==> src/rtl/core/rdsnta_pkg.sv <==
// Shared types and constants for the RDS station name / radio text assembler.
// No dependencies; imported by rdsnta_merge and rds_name_text_assembler_top.
`timescale 1ns / 1ps
`default_nettype none

package rdsnta_pkg;

   // request channel payload layout
   localparam int REQ_TDATA_W = 56;   // b, c, d, read_address, padded to 7 bytes
   localparam int REQ_TUSER_W = 3;    // opcode, read_store
   localparam int RSP_TDATA_W = 16;   // changed, read_char, padded to 2 bytes

   // store organisation: name as 4 rows of 2 chars, text as 16 rows of 4 chars
   localparam int NAME_ROWS   = 4;
   localparam int NAME_ROW_W  = 16;
   localparam int NAME_ADDR_W = 2;
   localparam int TEXT_ROWS   = 16;
   localparam int TEXT_ROW_W  = 32;
   localparam int TEXT_ADDR_W = 4;

   localparam logic [3:0] GT_BASIC = 4'd0;   // group type 0: station name
   localparam logic [3:0] GT_TEXT  = 4'd2;   // group type 2: radio text

   typedef enum logic [1:0] {
      OP_DECODE = 2'd0,
      OP_CLEAR  = 2'd1,
      OP_READ   = 2'd2
   } op_type;

   // outcome of one item, from the merge logic back to the control
   typedef struct packed {
      logic                  name_we;
      logic [NAME_ROW_W-1:0] name_data;
      logic                  text_we;
      logic [TEXT_ROW_W-1:0] text_data;
      logic                  changed;
      logic [7:0]            read_char;
   } result_type;

endpackage

`default_nettype wire

==> src/rtl/core/rdsnta_ram.sv <==
// Generic single-write, single-read synchronous RAM with registered read data.
// No dependencies.
`timescale 1ns / 1ps
`default_nettype none

module rdsnta_ram #(
   parameter int WIDTH = 8,
   parameter int DEPTH = 16,
   parameter int AW    = $clog2(DEPTH)
) (
   input  wire logic             clock,
   input  wire logic             wr_en,
   input  wire logic [AW-1:0]    wr_addr,
   input  wire logic [WIDTH-1:0] wr_data,
   input  wire logic             rd_en,
   input  wire logic [AW-1:0]    rd_addr,
   output logic      [WIDTH-1:0] rd_data
);

   logic [WIDTH-1:0] mem [DEPTH];

   always_ff @(posedge clock) begin
      if (wr_en) begin
         mem[wr_addr] <= wr_data;
      end
      if (rd_en) begin
         rd_data <= mem[rd_addr];
      end
   end

endmodule

`default_nettype wire

==> src/rtl/core/rdsnta_merge.sv <==
// Read-modify logic: merges a group into the rows just read, flags changes,
// selects a read character. Depends on rdsnta_pkg.
`timescale 1ns / 1ps
`default_nettype none

module rdsnta_merge (
   input  wire logic [1:0]                         opcode,
   input  wire logic [15:0]                        block_b,
   input  wire logic [15:0]                        block_c,
   input  wire logic [15:0]                        block_d,
   input  wire logic                               read_store,
   input  wire logic [5:0]                         read_address,
   input  wire logic [rdsnta_pkg::NAME_ROW_W-1:0]  name_rd,
   input  wire logic                               name_row_valid,
   input  wire logic [rdsnta_pkg::TEXT_ROW_W-1:0]  text_rd,
   input  wire logic                               text_row_valid,
   output rdsnta_pkg::result_type                  result
);

   import rdsnta_pkg::*;

   logic [NAME_ROW_W-1:0] name_old;
   logic [TEXT_ROW_W-1:0] text_old;
   logic                  is_decode;
   logic [3:0]            group_type;
   logic [7:0]            text_byte;
   logic [7:0]            name_byte;

   // a row that was cleared and not written since reads as zero
   assign name_old   = name_row_valid ? name_rd : '0;
   assign text_old   = text_row_valid ? text_rd : '0;
   assign is_decode  = (opcode == OP_DECODE);
   assign group_type = block_b[15:12];

   always_comb begin
      case (read_address[1:0])
         2'd0:    text_byte = text_old[31:24];
         2'd1:    text_byte = text_old[23:16];
         2'd2:    text_byte = text_old[15:8];
         default: text_byte = text_old[7:0];
      endcase
      name_byte = read_address[0] ? name_old[7:0] : name_old[15:8];
   end

   always_comb begin
      result.name_we   = is_decode && (group_type == GT_BASIC);
      result.name_data = block_d;
      result.text_we   = is_decode && (group_type == GT_TEXT);
      if (!block_b[11]) begin
         result.text_data = {block_c, block_d};
      end else if (block_b[0]) begin
         result.text_data = {text_old[31:16], block_d};
      end else begin
         result.text_data = {block_d, text_old[15:0]};
      end
      // unwritten bytes are carried over, so a whole-row compare is exact
      result.changed = (result.name_we && (result.name_data != name_old)) ||
                       (result.text_we && (result.text_data != text_old));
      result.read_char = 8'd0;
      if (opcode == OP_READ) begin
         if (read_store) begin
            result.read_char = text_byte;
         end else if (read_address[5:3] == 3'd0) begin
            result.read_char = name_byte;
         end
      end
   end

endmodule

`default_nettype wire

==> src/rtl/core/rds_name_text_assembler_top.sv <==
// RDS station name / radio text assembler, top level: handshake, control, RAMs.
// Depends on rdsnta_pkg, rdsnta_ram and rdsnta_merge.
//
// Usage:
//   req_* carries one item per beat: a decode of blocks B/C/D, a clear of both
//   stores, or a read of one stored character. rsp_* returns exactly one beat
//   per item: changed flag and read character.
//   Each item has an accept step and an execute step: the accept edge issues
//   a RAM row read, the execute edge merges, writes the row back and loads the
//   response register, once any earlier response is taken. A new item is only
//   accepted after the current one executes, set by the RAM read-then-write.
//   A response waiting in the output register does not block acceptance of
//   the next item; its execute step then waits until the response is taken.
//   The stores live in two RAMs (name 4 x 16 bits, text 16 x 32 bits). Each
//   row has a valid flag; reset and a clear item drop all flags at once, and
//   an invalid row reads as zero, so no clearing pass is needed.
//   Reset is synchronous, active high, and empties the response register.
`timescale 1ns / 1ps
`default_nettype none

module rds_name_text_assembler_top (
   input  wire logic                               clock,
   input  wire logic                               reset,
   input  wire logic                               req_tvalid,
   output logic                                    req_tready,
   // [15:0] block_b, [31:16] block_c, [47:32] block_d, [53:48] read_address
   input  wire logic [rdsnta_pkg::REQ_TDATA_W-1:0] req_tdata,
   // [1:0] opcode, [2] read_store
   input  wire logic [rdsnta_pkg::REQ_TUSER_W-1:0] req_tuser,
   output logic                                    rsp_tvalid,
   input  wire logic                               rsp_tready,
   // [0] changed, [8:1] read_char
   output logic      [rdsnta_pkg::RSP_TDATA_W-1:0] rsp_tdata
);

   import rdsnta_pkg::*;

   typedef enum logic {
      S_IDLE,
      S_EXEC
   } state_type;

   state_type             state_ff, state_in;
   logic [1:0]            op_ff;
   logic [15:0]           b_ff, c_ff, d_ff;
   logic                  store_ff;
   logic [5:0]            addr_ff;
   logic [NAME_ADDR_W-1:0] name_row_ff;
   logic [TEXT_ADDR_W-1:0] text_row_ff;
   logic [NAME_ROWS-1:0]  name_valid_ff, name_valid_in;
   logic [TEXT_ROWS-1:0]  text_valid_ff, text_valid_in;
   logic                  rsp_valid_ff;
   logic                  rsp_changed_ff;
   logic [7:0]            rsp_char_ff;

   logic                  req_fire;
   logic                  exec_fire;
   logic [NAME_ADDR_W-1:0] name_rd_addr;
   logic [TEXT_ADDR_W-1:0] text_rd_addr;
   logic [NAME_ROW_W-1:0] name_rd_data;
   logic [TEXT_ROW_W-1:0] text_rd_data;
   logic                  name_wr_en;
   logic                  text_wr_en;
   result_type            result;

   assign req_tready = (state_ff == S_IDLE);
   assign req_fire   = req_tvalid && req_tready;
   assign exec_fire  = (state_ff == S_EXEC) && (!rsp_valid_ff || rsp_tready);
   assign name_wr_en = exec_fire && result.name_we;
   assign text_wr_en = exec_fire && result.text_we;

   // row to fetch for the incoming item
   always_comb begin
      if (req_tuser[1:0] == OP_DECODE) begin
         name_rd_addr = req_tdata[1:0];
         text_rd_addr = req_tdata[11] ? {1'b0, req_tdata[3:1]} : req_tdata[3:0];
      end else begin
         name_rd_addr = req_tdata[50:49];
         text_rd_addr = req_tdata[53:50];
      end
   end

   rdsnta_ram #(
      .WIDTH (NAME_ROW_W),
      .DEPTH (NAME_ROWS)
   ) u_name_ram (
      .clock   (clock),
      .wr_en   (name_wr_en),
      .wr_addr (name_row_ff),
      .wr_data (result.name_data),
      .rd_en   (req_fire),
      .rd_addr (name_rd_addr),
      .rd_data (name_rd_data)
   );

   rdsnta_ram #(
      .WIDTH (TEXT_ROW_W),
      .DEPTH (TEXT_ROWS)
   ) u_text_ram (
      .clock   (clock),
      .wr_en   (text_wr_en),
      .wr_addr (text_row_ff),
      .wr_data (result.text_data),
      .rd_en   (req_fire),
      .rd_addr (text_rd_addr),
      .rd_data (text_rd_data)
   );

   rdsnta_merge u_merge (
      .opcode         (op_ff),
      .block_b        (b_ff),
      .block_c        (c_ff),
      .block_d        (d_ff),
      .read_store     (store_ff),
      .read_address   (addr_ff),
      .name_rd        (name_rd_data),
      .name_row_valid (name_valid_ff[name_row_ff]),
      .text_rd        (text_rd_data),
      .text_row_valid (text_valid_ff[text_row_ff]),
      .result         (result)
   );

   always_comb begin
      state_in      = state_ff;
      name_valid_in = name_valid_ff;
      text_valid_in = text_valid_ff;
      if (req_fire) begin
         state_in = S_EXEC;
      end
      if (exec_fire) begin
         state_in = S_IDLE;
         if (op_ff == OP_CLEAR) begin
            name_valid_in = '0;
            text_valid_in = '0;
         end
         if (result.name_we) begin
            name_valid_in[name_row_ff] = 1'b1;
         end
         if (result.text_we) begin
            text_valid_in[text_row_ff] = 1'b1;
         end
      end
   end

   always_ff @(posedge clock) begin
      if (reset) begin
         state_ff      <= S_IDLE;
         name_valid_ff <= '0;
         text_valid_ff <= '0;
         rsp_valid_ff  <= 1'b0;
      end else begin
         state_ff      <= state_in;
         name_valid_ff <= name_valid_in;
         text_valid_ff <= text_valid_in;
         if (exec_fire) begin
            rsp_valid_ff <= 1'b1;
         end else if (rsp_tready) begin
            rsp_valid_ff <= 1'b0;
         end
      end
      if (req_fire) begin
         op_ff       <= req_tuser[1:0];
         store_ff    <= req_tuser[2];
         b_ff        <= req_tdata[15:0];
         c_ff        <= req_tdata[31:16];
         d_ff        <= req_tdata[47:32];
         addr_ff     <= req_tdata[53:48];
         name_row_ff <= name_rd_addr;
         text_row_ff <= text_rd_addr;
      end
      if (exec_fire) begin
         rsp_changed_ff <= result.changed;
         rsp_char_ff    <= result.read_char;
      end
   end

   assign rsp_tvalid = rsp_valid_ff;
   assign rsp_tdata  = {{(RSP_TDATA_W - 9){1'b0}}, rsp_char_ff, rsp_changed_ff};

`ifndef SYNTH
   // an accepted item always goes on to its execute step
   a_accept_exec: assert property (@(posedge clock) disable iff (reset)
      req_fire |=> (state_ff == S_EXEC))
      else $error("accepted item did not enter execute");

   // row fetch and write-back never meet in one cycle
   a_no_rw_overlap: assert property (@(posedge clock) disable iff (reset)
      (name_wr_en || text_wr_en) |-> !req_fire)
      else $error("RAM read issued during write-back");

   // a clear leaves every row invalid
   a_clear_empties: assert property (@(posedge clock) disable iff (reset)
      (exec_fire && (op_ff == OP_CLEAR)) |=> ((name_valid_ff == '0) && (text_valid_ff == '0)))
      else $error("rows still valid after clear");

   // only a read item returns a character
   a_char_only_on_read: assert property (@(posedge clock) disable iff (reset)
      (exec_fire && (op_ff != OP_READ)) |=> (rsp_char_ff == 8'd0))
      else $error("character returned for a non-read item");

   // a response is never overwritten before it is taken
   a_no_overwrite: assert property (@(posedge clock) disable iff (reset)
      (rsp_valid_ff && !rsp_tready) |-> !exec_fire)
      else $error("pending response overwritten");
`endif

endmodule

`default_nettype wire
==> config.mk <==
export PLATFORM = sky130hd
export DESIGN_NAME = rds_name_text_assembler_top
export DESIGN_NICKNAME = d
export VERILOG_FILES = /design/src/rtl/core/rdsnta_pkg.sv /design/src/rtl/core/rdsnta_ram.sv /design/src/rtl/core/rdsnta_merge.sv /design/src/rtl/core/rds_name_text_assembler_top.sv
export SDC_FILE = /design/constraint.sdc
export NUM_CORES = 1
export LEC_CHECK = 0
export BUFFER_PORTS_ARGS = -buffer_cell sky130_fd_sc_hd__buf_2
export CAP_MARGIN = 20
export CORE_MARGIN = 8
export CORE_UTILIZATION = 50
export DETAILED_ROUTE_END_ITERATION = 8
export PLACE_DENSITY = 0.69
export SLEW_MARGIN = 20
export SYNTH_ARGS = -nofsm -noshare
export SYNTH_HDL_FRONTEND = slang
export SYNTH_HIERARCHICAL = 1
export SYNTH_SLANG_ARGS = --single-unit
export TNS_END_PERCENT = 20
==> constraint.sdc <==
create_clock -name clock -period 9.7 [get_ports clock]
set_clock_uncertainty 0.05 [all_clocks]
set_input_delay 1.94 -clock clock [delete_from_list [all_inputs] [get_ports clock]]
set_output_delay 1.94 -clock clock [all_outputs]
set_load 0.05 [all_outputs]
After elaboration in Yosys (flattened, before gate mapping)
Memories as Yosys holds them, arrays and structs flattened. A register that Yosys moved wholly into a read port is not among the register bits.
Cells that the tools add are included.
{"block": "totals", "ff_bits": 94, "mem_bits_rw": 576, "in_bits": 63, "wordCells": 81, "memories": 2}
{"block": "classes", "magnitude_cmp": 4, "eq_ne": 7, "mux": 31, "n_bitwise": 3, "reduce_logical": 20}
{"name": "u_text_ram.mem", "depth": 16, "word_bits": 32, "rd": 1, "rd_ports_with_merged_regs": 1, "write_ports": 1, "line": "rdsnta_ram.sv:20", "source": "logic [WIDTH-1:0] mem [DEPTH];"}
{"name": "u_name_ram.mem", "depth": 4, "word_bits": 16, "rd": 1, "rd_ports_with_merged_regs": 1, "write_ports": 1, "line": "rdsnta_ram.sv:20"}
{"cell": "2-to-1 mux 32 bit", "n": 3}
{"cell": "2-to-1 mux 16 bit", "n": 4}
{"cell": "!= test 32 bit", "n": 1}
{"cell": "2-to-1 mux 8 bit", "n": 3}
{"cell": "one-hot mux 8 bit (3 select lines)", "n": 1}
{"cell": "2-to-1 mux 4 bit", "n": 5}
{"cell": "!= test 16 bit", "n": 1}
{"cell": "OR 16 bit", "n": 1}
{"cell": "logical AND 1 bit", "n": 10}
{"cell": "2-to-1 mux 1 bit", "n": 10}
{"cell": "logical NOT 2 bit", "n": 3}
{"cell": "less-than comparator 4 x 5 -> 1 bit, second input constant", "n": 1}
{"cell": "binary-select mux 1 bit (select 4 bit)", "n": 1}
{"cell": "demux 1 bit (select 4 bit)", "n": 1}
{"cell": "== test 2 x 1 -> 1 bit, second input constant", "n": 2}
{"cell": "== test 2 bit, second input constant", "n": 2}
{"cell": "== test 4 x 2 -> 1 bit, second input constant", "n": 1}
{"cell": ">= comparator 4 x 1 -> 1 bit, second input constant", "n": 1}
{"cell": "logical NOT 4 bit", "n": 1}
{"cell": "OR 4 bit", "n": 1}
{"cell": "logical NOT 3 bit", "n": 1}
{"cell": "less-than comparator 2 x 3 -> 1 bit, second input constant", "n": 1}
{"cell": "binary-select mux 1 bit (select 2 bit)", "n": 1}
{"cell": "demux 1 bit (select 2 bit)", "n": 1}
{"cell": "7 further kinds", "n": 8}

Longest topological paths before layout
Gate-level depths: netlist of run 1.
{"block": "depth", "word_depth": 8, "mapped_depth": 13}

Cells and area by module
Netlist of run 1, hierarchy kept.
{"module": "rdsnta_ram (u_text_ram)", "n_inst": 1, "cells_per_inst": 838, "area_each_um2": 20174.3}
{"module": "rds_name_text_assembler_top", "n_inst": 1, "cells_per_inst": 195, "area_each_um2": 3339.5}
{"module": "rdsnta_ram (u_name_ram)", "n_inst": 1, "cells_per_inst": 104, "area_each_um2": 2857.7}
{"module": "rdsnta_merge", "n_inst": 1, "cells_per_inst": 391, "area_each_um2": 2452.4}

Worst setup path after synthesis of run 1
OpenSTA, ideal clock, no wires.
{"block": "synth_path", "path_type": "in2reg", "startpoint": "input req_tvalid", "endpoint": "register addr_ff[0] (enable)", "setup_ps": 595, "arrival_time_ps": 6762, "required_ps": 9055, "slack_ps": 2293, "path_stages": 1, "cell_sequence": "nor2b_1"}
{"block": "synth_via", "elab_chain_len": 1}
{"element": "start: declaration", "line": "rds_name_text_assembler_top.sv:24", "source": "input wire logic req_tvalid,"}
{"element": "logical AND 1 bit", "line": "rds_name_text_assembler_top.sv:67", "source": "assign req_fire = req_tvalid && req_tready;"}
{"element": "end signal: assignment", "line": "rds_name_text_assembler_top.sv:167", "source": "addr_ff <= req_tdata[53:48];"}
{"element": "end: declaration", "line": "rds_name_text_assembler_top.sv:47", "source": "logic [5:0] addr_ff;"}
No other way between the ends.
A chain may end at the register's enable or synchronous reset.

Final worst setup path of run 1
{"block": "layout_path", "startpoint": "input req_tuser[1] (netlist name)", "endpoint": "register u_text_ram.rd_data[13] (read register of u_text_ram.mem) (data pin)"}
{"block": "layout_via", "elab_chain_len": 2}
{"element": "start: declaration", "line": "rds_name_text_assembler_top.sv:29", "source": "input wire logic [rdsnta_pkg::REQ_TUSER_W-1:0] req_tuser,"}
{"element": "logical NOT 2 bit", "line": "rds_name_text_assembler_top.sv:74", "source": "if (req_tuser[1:0] == OP_DECODE) begin"}
{"element": "2-to-1 mux 4 bit", "line": "rds_name_text_assembler_top.sv:74"}
{"element": "net text_rd_addr[1]", "line": "rds_name_text_assembler_top.sv:59", "source": "logic [TEXT_ADDR_W-1:0] text_rd_addr;"}
{"element": "end: declaration", "line": "rdsnta_ram.sv:17", "source": "output logic [WIDTH-1:0] rd_data"}
The timed path passes the listed nets, and every way through them passes these cells.

==> results of run 1 <==
## flip-flops by register name (all words and copies together) (netlist names), 4 cells and up
register and cells:
u_text_ram/mem 512, u_name_ram/mem 64, u_text_ram/rd_data 32, c_ff 16, d_ff 16, text_valid_ff 16, u_name_ram/rd_data 16, rsp_char_ff 8
b_ff 6, addr_ff 5, name_valid_ff 4, text_row_ff 4
## worst max-delay path: cells and delay by family
family                 cells  cell delay (ns)
buffers and inverters      3             1.78
and+or+nand+nor            3             0.83
AOI/OAI and AO/OA          2             0.41
muxes                      1             0.41
## worst max path at each step
stage | from | to | slack [ns]
final | req_tuser[1] | u_text_ram/rd_data[13] | 4.48
after global routing | req_tuser[1] | u_text_ram/rd_data[9] | 4.30
after CTS | req_tuser[1] | u_text_ram/rd_data[9] | 4.50
after detailed placement | req_tuser[1] | u_text_ram/rd_data[9] | 3.89
after global placement | req_tuser[1] | u_text_ram/rd_data[5] | 3.94
after floorplan | req_tvalid | addr_ff[0] | 2.79
## layer usage
metal | track usage [%] | share of wire [%]
met5 | 0 | 0
met4 | 7.83 | 3.2
met3 | 4.33 | 8.9
met2 | 33.0 | 48
met1 | 28.3 | 40
## metrics by stage
step	hold slack [ns]	total power, W	setup WS [ns]	std cells	instance area [µm²]
2_1_floorplan	0.398	0.00383	2.79	1523	28500
3_3_place_gp	0.413	0.00396	3.94	2280	29700
3_5_place_dp	0.424	0.00397	3.89	2280	29700
4_1_cts	0.437	0.00661	4.50	2415	32000
5_1_grt	0.472	0.00676	4.30	2415	32000
6_report	0.436	0.00656	4.48	2415	32000
## area by class of cell
| type | instances | area share [%] |
|---|---|---|
| timing repair buffer | 112 | 2.16 |
| inverter | 17 | 0.199 |
| clock inverter | 40 | 1.05 |
| tap | 756 | 2.95 |
| multi-input combinational | 688 | 22.0 |
| clock buffer | 95 | 6.03 |
| sequential | 707 | 65.6 |
## power by group through the flow
| stage | combinational [W] | sequential, W | clock (W) |
|---|---|---|---|
| 4_1_cts | 0.000414 | 0.00350 | 0.00270 |
| 6_report | 0.000415 | 0.00350 | 0.00264 |
| 2_1_floorplan | 0.000307 | 0.00352 | 0 |
| 3_5_place_dp | 0.000412 | 0.00356 | 0 |
| 3_3_place_gp | 0.000400 | 0.00356 | 0 |
| 5_1_grt | 0.000444 | 0.00350 | 0.00282 |
==> flow_summary_export.csv, run 1 <==
group,metric,value,unit
clocking,ctsResizeCount,0,
finish,layout_commonest_cell,"edfxtp_1",
setup_path,reg2regPathDepth,10,
timing,min_period,5.22,ns
power_and_ir_drop,netSwitchingFraction,22.1,%
setup_path,path_cells,"buf_2 -> nor2_1 -> nor2_1 -> a21oi_4 -> buf_4 -> buf_4 -> mux4_2 -> a22oi_1 -> nand2_1",
clocking,cts_setup_buffers,0,
global_routing,grt_pass1_vias,15200,
global_routing,grt_first_pass_wirelength,98400,µm
detailed_routing,ant_nets,0,
detailed_routing,route.vias.total,15100,
power_and_ir_drop,p_leak,10.3,nW
finish,nFillCells,4212,
floorplan,rows,87,
setup_path,cp_max_fo,65,
clocking,clk_latency,0.62,ns
timing,max_freq,192,MHz
job,maxCapViolCount,0,
finish,multi_input_area,7040,µm²
floorplan,die-width,255,µm
detailed_routing,drc,0,
timing,setup_viol,0,
power_and_ir_drop,clockPowerShare,40.3,%
timing,min_period_over_period,53.8,%
floorplan,pin_count,81,
place,port_buffers,64,
floorplan,core_region_area,56400,µm²
timing,hold_viol,0,
floorplan,die_h,255,µm
clocking,cts-hold-fix-buffers,0,
setup_path,reg2reg_slack,5.42,ns
global_routing,grt_antenna_before_repair,0,
timing,relSlewSlack,25.1,%
clocking,cts_sinks,707,
logic_synthesis,syn_avg_cell_area,18.8,µm²
place,hpwl,35700,µm
place,gp_congestion,0.893,
timing,slew_viol_final,0,
finish,antennaDiodeCount,0,
worst_hold_path,hold_class,"reg2reg",
logic_synthesis,ys_warn_count,6,
worst_hold_path,hold_depth,2,
detailed_routing,drt_wl_total,66900,µm
timing,tightest_slew,1.12,ns
finish,drive_above_1_share,24.9,%
global_routing,grt_util_all_layers,20.8,%
finish,layout.nets,1662,
floorplan,die_area,64900,µm²
setup_path,worstReg2RegStart,"text_row_ff[0]",
finish,seq_area,21000,µm²
setup_path,critPathKind,"in2reg",
detailed_routing,viasPerCell,6.24,
clocking,cts_buffer_depth,3,
setup_path,crit_arrival,5.51,ns
global_routing,grt_max_degree,88,
clocking,clkTransAtPathRegs,0.06,ns
run_status,outcome,"finished, final reports clean",
power_and_ir_drop,switchingPower,0.00145,W
setup_path,crit_required,9.99,ns
setup_path,cp-start-kind,"input port",
power_and_ir_drop,ir_drop,125,µV
detailed_routing,drt-pass1-iter-count,7,
clocking,cts_made_buffers,73,
clocking,htree_levels,3,
power_and_ir_drop,internal_power,0.00511,W
clocking,cts_tree,"done",
timing,rsz0062_at_grt,"no",
global_routing,overflow,0,
logic_synthesis,synthCells,1517,
finish,areaGrowthSynthToFinish,12.4,%
finish,final_util,56.8,%
power_and_ir_drop,seqPwrFrac,53.3,%
timing,fin_tns_setup,0,ns
worst_hold_path,worstHoldStart,"name_valid_ff[2]",
detailed_routing,drt_iter0_markers,1636,
setup_path,crit_path_end_kind,"register",
power_and_ir_drop,combPwrFrac,6.3,%
finish,final_cell_mix,"edfxtp_1 (685), mux4_2 (151), nand2_1 (86), a22oi_1 (79), nor2_1 (78)",
setup_path,slowest_stage,"buf_4",
clocking,cts_root_buf,"clkbuf_16",
logic_synthesis,syn-cell-area,28500,µm²
detailed_routing,wl_per_cell,27.7,µm
setup_path,r2r-end,"rsp_changed_ff",
setup_path,slowest_delay,0.89,ns
worst_hold_path,whs_endpoint,"name_valid_ff[2]",
floorplan,floorplan.initialDensity,50.5,%
power_and_ir_drop,pwr_density_cell,205,nW/µm²
Power figures use the tool's default switching activity.
==> inputs of run 2 (changes only) <==
- PLACE_DENSITY: 0.69 -> 0.72
- clock period: 9.7 -> 4.3 ns (I/O delays scaled with it)
==> run 2 against run 1 <==
Clock power increased by 130%. Flip-flop and latch count is the same. Sequential power rose by 130%. First-iteration DRC count increased by 19%. Global-route usage about the same. Sequential share of layout area fell by 0.73 points. Highest routed layer unchanged. Clock-buffer cell count is 6 lower. Worst setup slack got worse by 4.2 ns.
==> flow_summary_export.csv, run 2 (synthesized netlist as in run 1, its figures left out) <==
group,metric,value,unit
detailed_routing,route.vias.total,15200,
detailed_routing,drt-pass1-iter-count,6,
detailed_routing,wl_per_cell,27.4,µm
clocking,ctsResizeCount,0,
floorplan,die_h,255,µm
power_and_ir_drop,power,0.0149,W
timing,tightest_slew,1.04,ns
finish,layout.nets,1695,
setup_path,worstReg2RegStart,"text_row_ff[1]",
floorplan,floorplan.initialDensity,50.5,%
timing,slew_viol_final,0,
setup_path,cp_num_buf_inv,1,
finish,final_cell_area,32400,µm²
timing,relSlewSlack,30.3,%
setup_path,path_cells,"mux4_2 -> nand3_1 -> nand3_2 -> buf_4 -> o21ba_1 -> o41a_1 -> a2111oi_2 -> nand4_1 -> nor4_1 -> a31oi_1",
place,hpwl,38300,µm
finish,areaGrowthSynthToFinish,13.6,%
job,maxCapViolCount,0,
timing,min_period_over_period,92.7,%
floorplan,rows,87,
setup_path,slowest_stage,"edfxtp_1",
place,dpl-instance-area,30100,µm²
power_and_ir_drop,p_leak,10.5,nW
detailed_routing,drc,0,
setup_path,crit_arrival,4.27,ns
setup_path,crit_family,"compound AO/OA/AOI/OAI gates",
setup_path,path_depth,10,
finish,final_cell_mix,"edfxtp_1 (685), mux4_2 (151), nand2_1 (86), a22oi_1 (79), nor2_1 (78)",
timing,rsz0062_at_grt,"no",
global_routing,grt_first_pass_wirelength,98700,µm
worst_hold_path,hold_class,"in2reg",
timing,min_period,3.99,ns
clocking,cts-hold-fix-buffers,0,
global_routing,grt_util_all_layers,20.7,%
floorplan,pin_count,81,
finish,top_regs,"u_text_ram/mem x512, u_name_ram/mem x64, u_text_ram/rd_data x32",
run_status,outcome,"finished, final reports clean",
setup_path,reg2reg_slack,0.31,ns
clocking,clk_latency,0.61,ns
setup_path,crit_required,4.58,ns
clocking,clkTransAtPathRegs,0.06,ns
global_routing,grt_pass1_vias,15300,
place,port_buffers,64,
clocking,cts_made_buffers,72,
setup_path,cp-endpoint,"rsp_changed_ff",
detailed_routing,ant_nets,0,
clocking,cts_root_buf,"clkbuf_16",
setup_path,r2r-end,"rsp_changed_ff",
setup_path,critPathKind,"reg2reg",
power_and_ir_drop,pwr_density_cell,459,nW/µm²
finish,largest_register_ff_count,512,
detailed_routing,viasPerCell,6.23,
place,gp_congestion,0.952,
setup_path,slowest_delay,0.79,ns
setup_path,cp_max_fo,18,
detailed_routing,drt_iter0_markers,1949,
setup_path,reg2regPathDepth,10,
clocking,cts_buffer_depth,3,
clocking,cts_setup_buffers,0,
setup_path,crit_path_end_kind,"register",
finish,largest-register,"u_text_ram/mem",
timing,setup_viol,0,
finish,drive_above_1_share,26.0,%
timing,max_freq,251,MHz
clocking,htree_levels,3,
power_and_ir_drop,ir_drop,399,µV
place,pre_cts_ws,0.419,ns
clocking,cts_sinks,707,
floorplan,die-width,255,µm
finish,antennaDiodeCount,0,
timing,setup_ws,0.315,ns
global_routing,grt_antenna_before_repair,0,
detailed_routing,drt_wl_total,66900,µm
setup_path,crit_path_start,"text_row_ff[1]",
floorplan,core_region_area,56400,µm²
timing,hold_viol,0,
finish,layout_commonest_cell,"edfxtp_1",
clocking,cts_tree,"done",
setup_path,cp-start-kind,"register",
timing,hold_ws,0.368,ns
global_routing,grt_max_degree,47,
floorplan,die_area,64900,µm²
global_routing,overflow,0,
[run 2: changes by cell type in the layout (fill, tap and decap cells not counted), moves of 2 or more]
cell	delta
clkinv_1	+2
buf_12	+14
a31oi_1	+6
buf_4	+20
a31oi_2	-6
clkbuf_1	-6
clkinv_2	-3
clkinv_8	-2
[run 2: per-stage QoR]
step | util, % | cells | TNS, ns
6_report | 57.4 | 2442 | 0
5_1_grt | 57.4 | 2442 | 0
4_1_cts | 57.4 | 2442 | 0
3_5_place_dp | 53.4 | 2314 | 0
3_3_place_gp | 53.4 | 2314 | 0
2_1_floorplan | - | 1523 | -15.04
[run 2: where the power goes]
part	switching [W]	internal (W)
combinational	0.000587	0.000417
sequential	0.000159	0.00772
clock	0.00253	0.00346
[run 2: area by class of cell]
type	instances	area [µm²]
Clock inverter	39	333
Tap cell	756	946
Timing Repair Buffer	146	1120
Multi-Input combinational cell	688	7000
Clock buffer	89	1910
Inverter	17	63.8
Fill cell	4152	24000
Sequential cell	707	21000
[run 2: worst min path at each step]
stage                      start           endpoint  depth (start not counted)  slack, ns
2_1_floorplan   name_valid_ff[2]   name_valid_ff[2]                          2       0.40
3_3_place_gp   text_valid_ff[15]  text_valid_ff[15]                          2       0.41
3_5_place_dp   text_valid_ff[15]  text_valid_ff[15]                          2       0.42
4_1_cts            req_tdata[25]            c_ff[9]                          1       0.34
5_1_grt            req_tdata[25]            c_ff[9]                          1       0.35
6_report           req_tdata[25]            c_ff[9]                          1       0.37
[run 2: metal layers]
layer | part of all wire, % | routed length [µm] | global-route usage [%] | vias to the layer above
li1 | - | - | - | 6416
met5 | 0 | 0 | 0 | -
met4 | 3.2 | 2110 | 7.93 | 0
met1 | 39 | 25900 | 27.5 | 7851
met2 | 49 | 32900 | 34.0 | 818
met3 | 9.0 | 5990 | 3.97 | 124
==> inputs of run 3 (changes only) <==
==> constraint.sdc (replaced) <==
create_clock -name clock -period 4.3 [get_ports clock]
set_clock_uncertainty 0.05 [all_clocks]
set_input_delay 0.43 -clock clock [delete_from_list [all_inputs] [get_ports clock]]
set_output_delay 0.43 -clock clock [all_outputs]
set_load 0.1 [all_outputs]
==> run 3 against run 2 <==
Wire length is 0.44% higher. Clock power is 2% higher. Clock-buffer cell count stayed put. Cell count is 1.8% higher. Die area stayed put. Hold slack worse by 0.31 ns. Register-to-register slack worse by 0.18 ns.
==> flow_summary_export.csv, run 3 (synthesized netlist as in run 1, its figures left out) <==
group,metric,value,unit
detailed_routing,route.vias.total,15500,
detailed_routing,drt_iter0_markers,1903,
place,pre_cts_ws,0.338,ns
timing,setup_viol,0,
setup_path,reg2regPathDepth,10,
place,dpl-instance-area,30000,µm²
timing,hold_ws,0.0608,ns
power_and_ir_drop,ir_drop,282,µV
timing,min_period_over_period,96.8,%
finish,largest_register_ff_count,512,
clocking,cts_root_buf,"clkbuf_16",
detailed_routing,drc,0,
place,hpwl,36800,µm
place,port_buffers,64,
clocking,cts_made_buffers,72,
finish,largest-register,"u_text_ram/mem",
setup_path,r2r-end,"rsp_changed_ff",
finish,layout.nets,1735,
timing,min_period,4.16,ns
timing,fin_tns_setup,0,ns
floorplan,core_region_area,56400,µm²
power_and_ir_drop,seqPwrFrac,52.5,%
power_and_ir_drop,power,0.0150,W
worst_hold_path,whs_endpoint,"state_ff",
run_status,outcome,"finished, final reports clean",
timing,rsz0062_at_grt,"no",
worst_hold_path,hold_class,"in2reg",
setup_path,crit_path_end_kind,"register",
setup_path,cp-start-kind,"register",
finish,nFillCells,4043,
floorplan,pin_count,81,
timing,max_freq,240,MHz
floorplan,die-width,255,µm
global_routing,grt_pass1_vias,15400,
detailed_routing,viasPerCell,6.24,
global_routing,grt_use_met1,28.0,%
global_routing,overflow,0,
finish,areaGrowthSynthToFinish,14.8,%
floorplan,die_h,255,µm
floorplan,rows,87,
global_routing,grt_util_all_layers,20.6,%
power_and_ir_drop,clockPowerShare,40.5,%
global_routing,grt_max_degree,59,
floorplan,floorplan.initialDensity,50.5,%
finish,drive_above_1_share,25.0,%
power_and_ir_drop,internal_power,0.0117,W
worst_hold_path,hold_depth,3,
power_and_ir_drop,netSwitchingFraction,22.1,%
clocking,cts_tree,"done",
setup_path,worstReg2RegStart,"text_row_ff[0]",
worst_hold_path,worstHoldStart,"req_tvalid",
clocking,clk_latency,0.62,ns
floorplan,die_area,64900,µm²
clocking,htree_levels,3,
clocking,ctsResizeCount,0,
timing,relSlewSlack,25.5,%
setup_path,crit_arrival,4.44,ns
clocking,cts_buffer_depth,3,
timing,tightest_slew,1.12,ns
detailed_routing,ant_nets,0,
finish,final_cell_area,32700,µm²
job,maxCapViolCount,0,
detailed_routing,drt-pass1-iter-count,7,
power_and_ir_drop,combPwrFrac,7.0,%
timing,slew_viol_final,0,
global_routing,grt.met2_usage,33.1,%
setup_path,critPathKind,"reg2reg",
setup_path,reg2reg_slack,0.14,ns
finish,layout_commonest_cell,"edfxtp_1",
power_and_ir_drop,pwr_density_cell,458,nW/µm²
clocking,cts_sinks,707,
place,gp_congestion,0.951,
clocking,clkTransAtPathRegs,0.06,ns
finish,top_regs,"u_text_ram/mem x512, u_name_ram/mem x64, u_text_ram/rd_data x32",
global_routing,met3_usage,3.90,%
timing,setup_ws,0.139,ns
setup_path,crit_required,4.58,ns
setup_path,cp_max_fo,17,
finish,final_cell_mix,"edfxtp_1 (685), mux4_2 (151), nand2_1 (86), a22oi_1 (79), nor2_1 (78)",
detailed_routing,wl_per_cell,27.0,µm
detailed_routing,drt_wl_total,67100,µm
global_routing,grt-busiest-layer,"met2",
timing,hold_viol,0,
global_routing,grt_antenna_before_repair,0,
global_routing,grt_first_pass_wirelength,98500,µm
power_and_ir_drop,switchingPower,0.00331,W
power_and_ir_drop,p_leak,10.6,nW
[run 3: cell types whose count changed in the layout (fill, tap and decap cells not counted), sizes merged]
cell	delta
diode	+1
buf	-5
inv	+1
dlygate4sd3	+45
bufinv	+2
[run 3: layer usage]
| layer | wire length [µm] | vias up | part of all wire (%) |
|---|---|---|---|
| met4 | 2470 | 0 | 3.7 |
| met5 | 0 | - | 0 |
| li1 | - | 6506 | - |
| met1 | 26500 | 7951 | 39 |
| met2 | 32000 | 886 | 48 |
| met3 | 6140 | 167 | 9.1 |
[run 3: through the flow]
stage / util (%) / instances
finish: 58.0 / 2486
global route: 58.0 / 2485
CTS: 58.0 / 2485
detailed placement: 53.2 / 2309
global placement: 53.2 / 2309
floorplan: - / 1523
[run 3: worst max-delay path, cell delays in order, from the launching register on]
cell	delay, ns
edfxtp_1	0.67
mux4_2	0.59
a22oi_2	0.19
nand3_2	0.45
buf_4	0.40
nand2_1	0.10
o211ai_1	0.09
a222oi_1	0.39
nand4_1	0.16
nor4_1	0.59
a31oi_1	0.15
[run 3: worst max path at each step]
stage                              start                    to
after floorplan                 op_ff[0]  u_text_ram/mem[0][0]
after global placement    text_row_ff[0]        rsp_changed_ff
after detailed placement  text_row_ff[0]        rsp_changed_ff
after CTS                 text_row_ff[0]        rsp_changed_ff
after global routing      text_row_ff[0]        rsp_changed_ff
final                     text_row_ff[0]        rsp_changed_ff
[run 3: timing repair]
item                      in CTS  in global routing
setup buffers                  0                  0
hold buffers                  45                  0
hold endpoints to repair      45                  0
[run 3: power groups by stage]
stage | Combinational (W) | Clock, W | Sequential [W]
detailed placement | 0.00101 | 0 | 0.00801
floorplan | 0.000712 | 0 | 0.00795
finish | 0.00105 | 0.00607 | 0.00787
CTS | 0.00105 | 0.00616 | 0.00787
global placement | 0.000986 | 0 | 0.00801
global route | 0.00112 | 0.00640 | 0.00788
[run 3: area by class of cell]
type | count | area [µm²] | area share (%)
flip-flops and latches | 707 | 21000 | 64.2
multi-input cells | 688 | 7000 | 21.4
clock buffers | 89 | 1890 | 5.77
repair buffers | 186 | 1440 | 4.39
well taps | 756 | 946 | 2.89
clock inverters | 42 | 380 | 1.16
inverters | 17 | 63.8 | 0.195
diodes | 1 | 2.50 | 0.00765
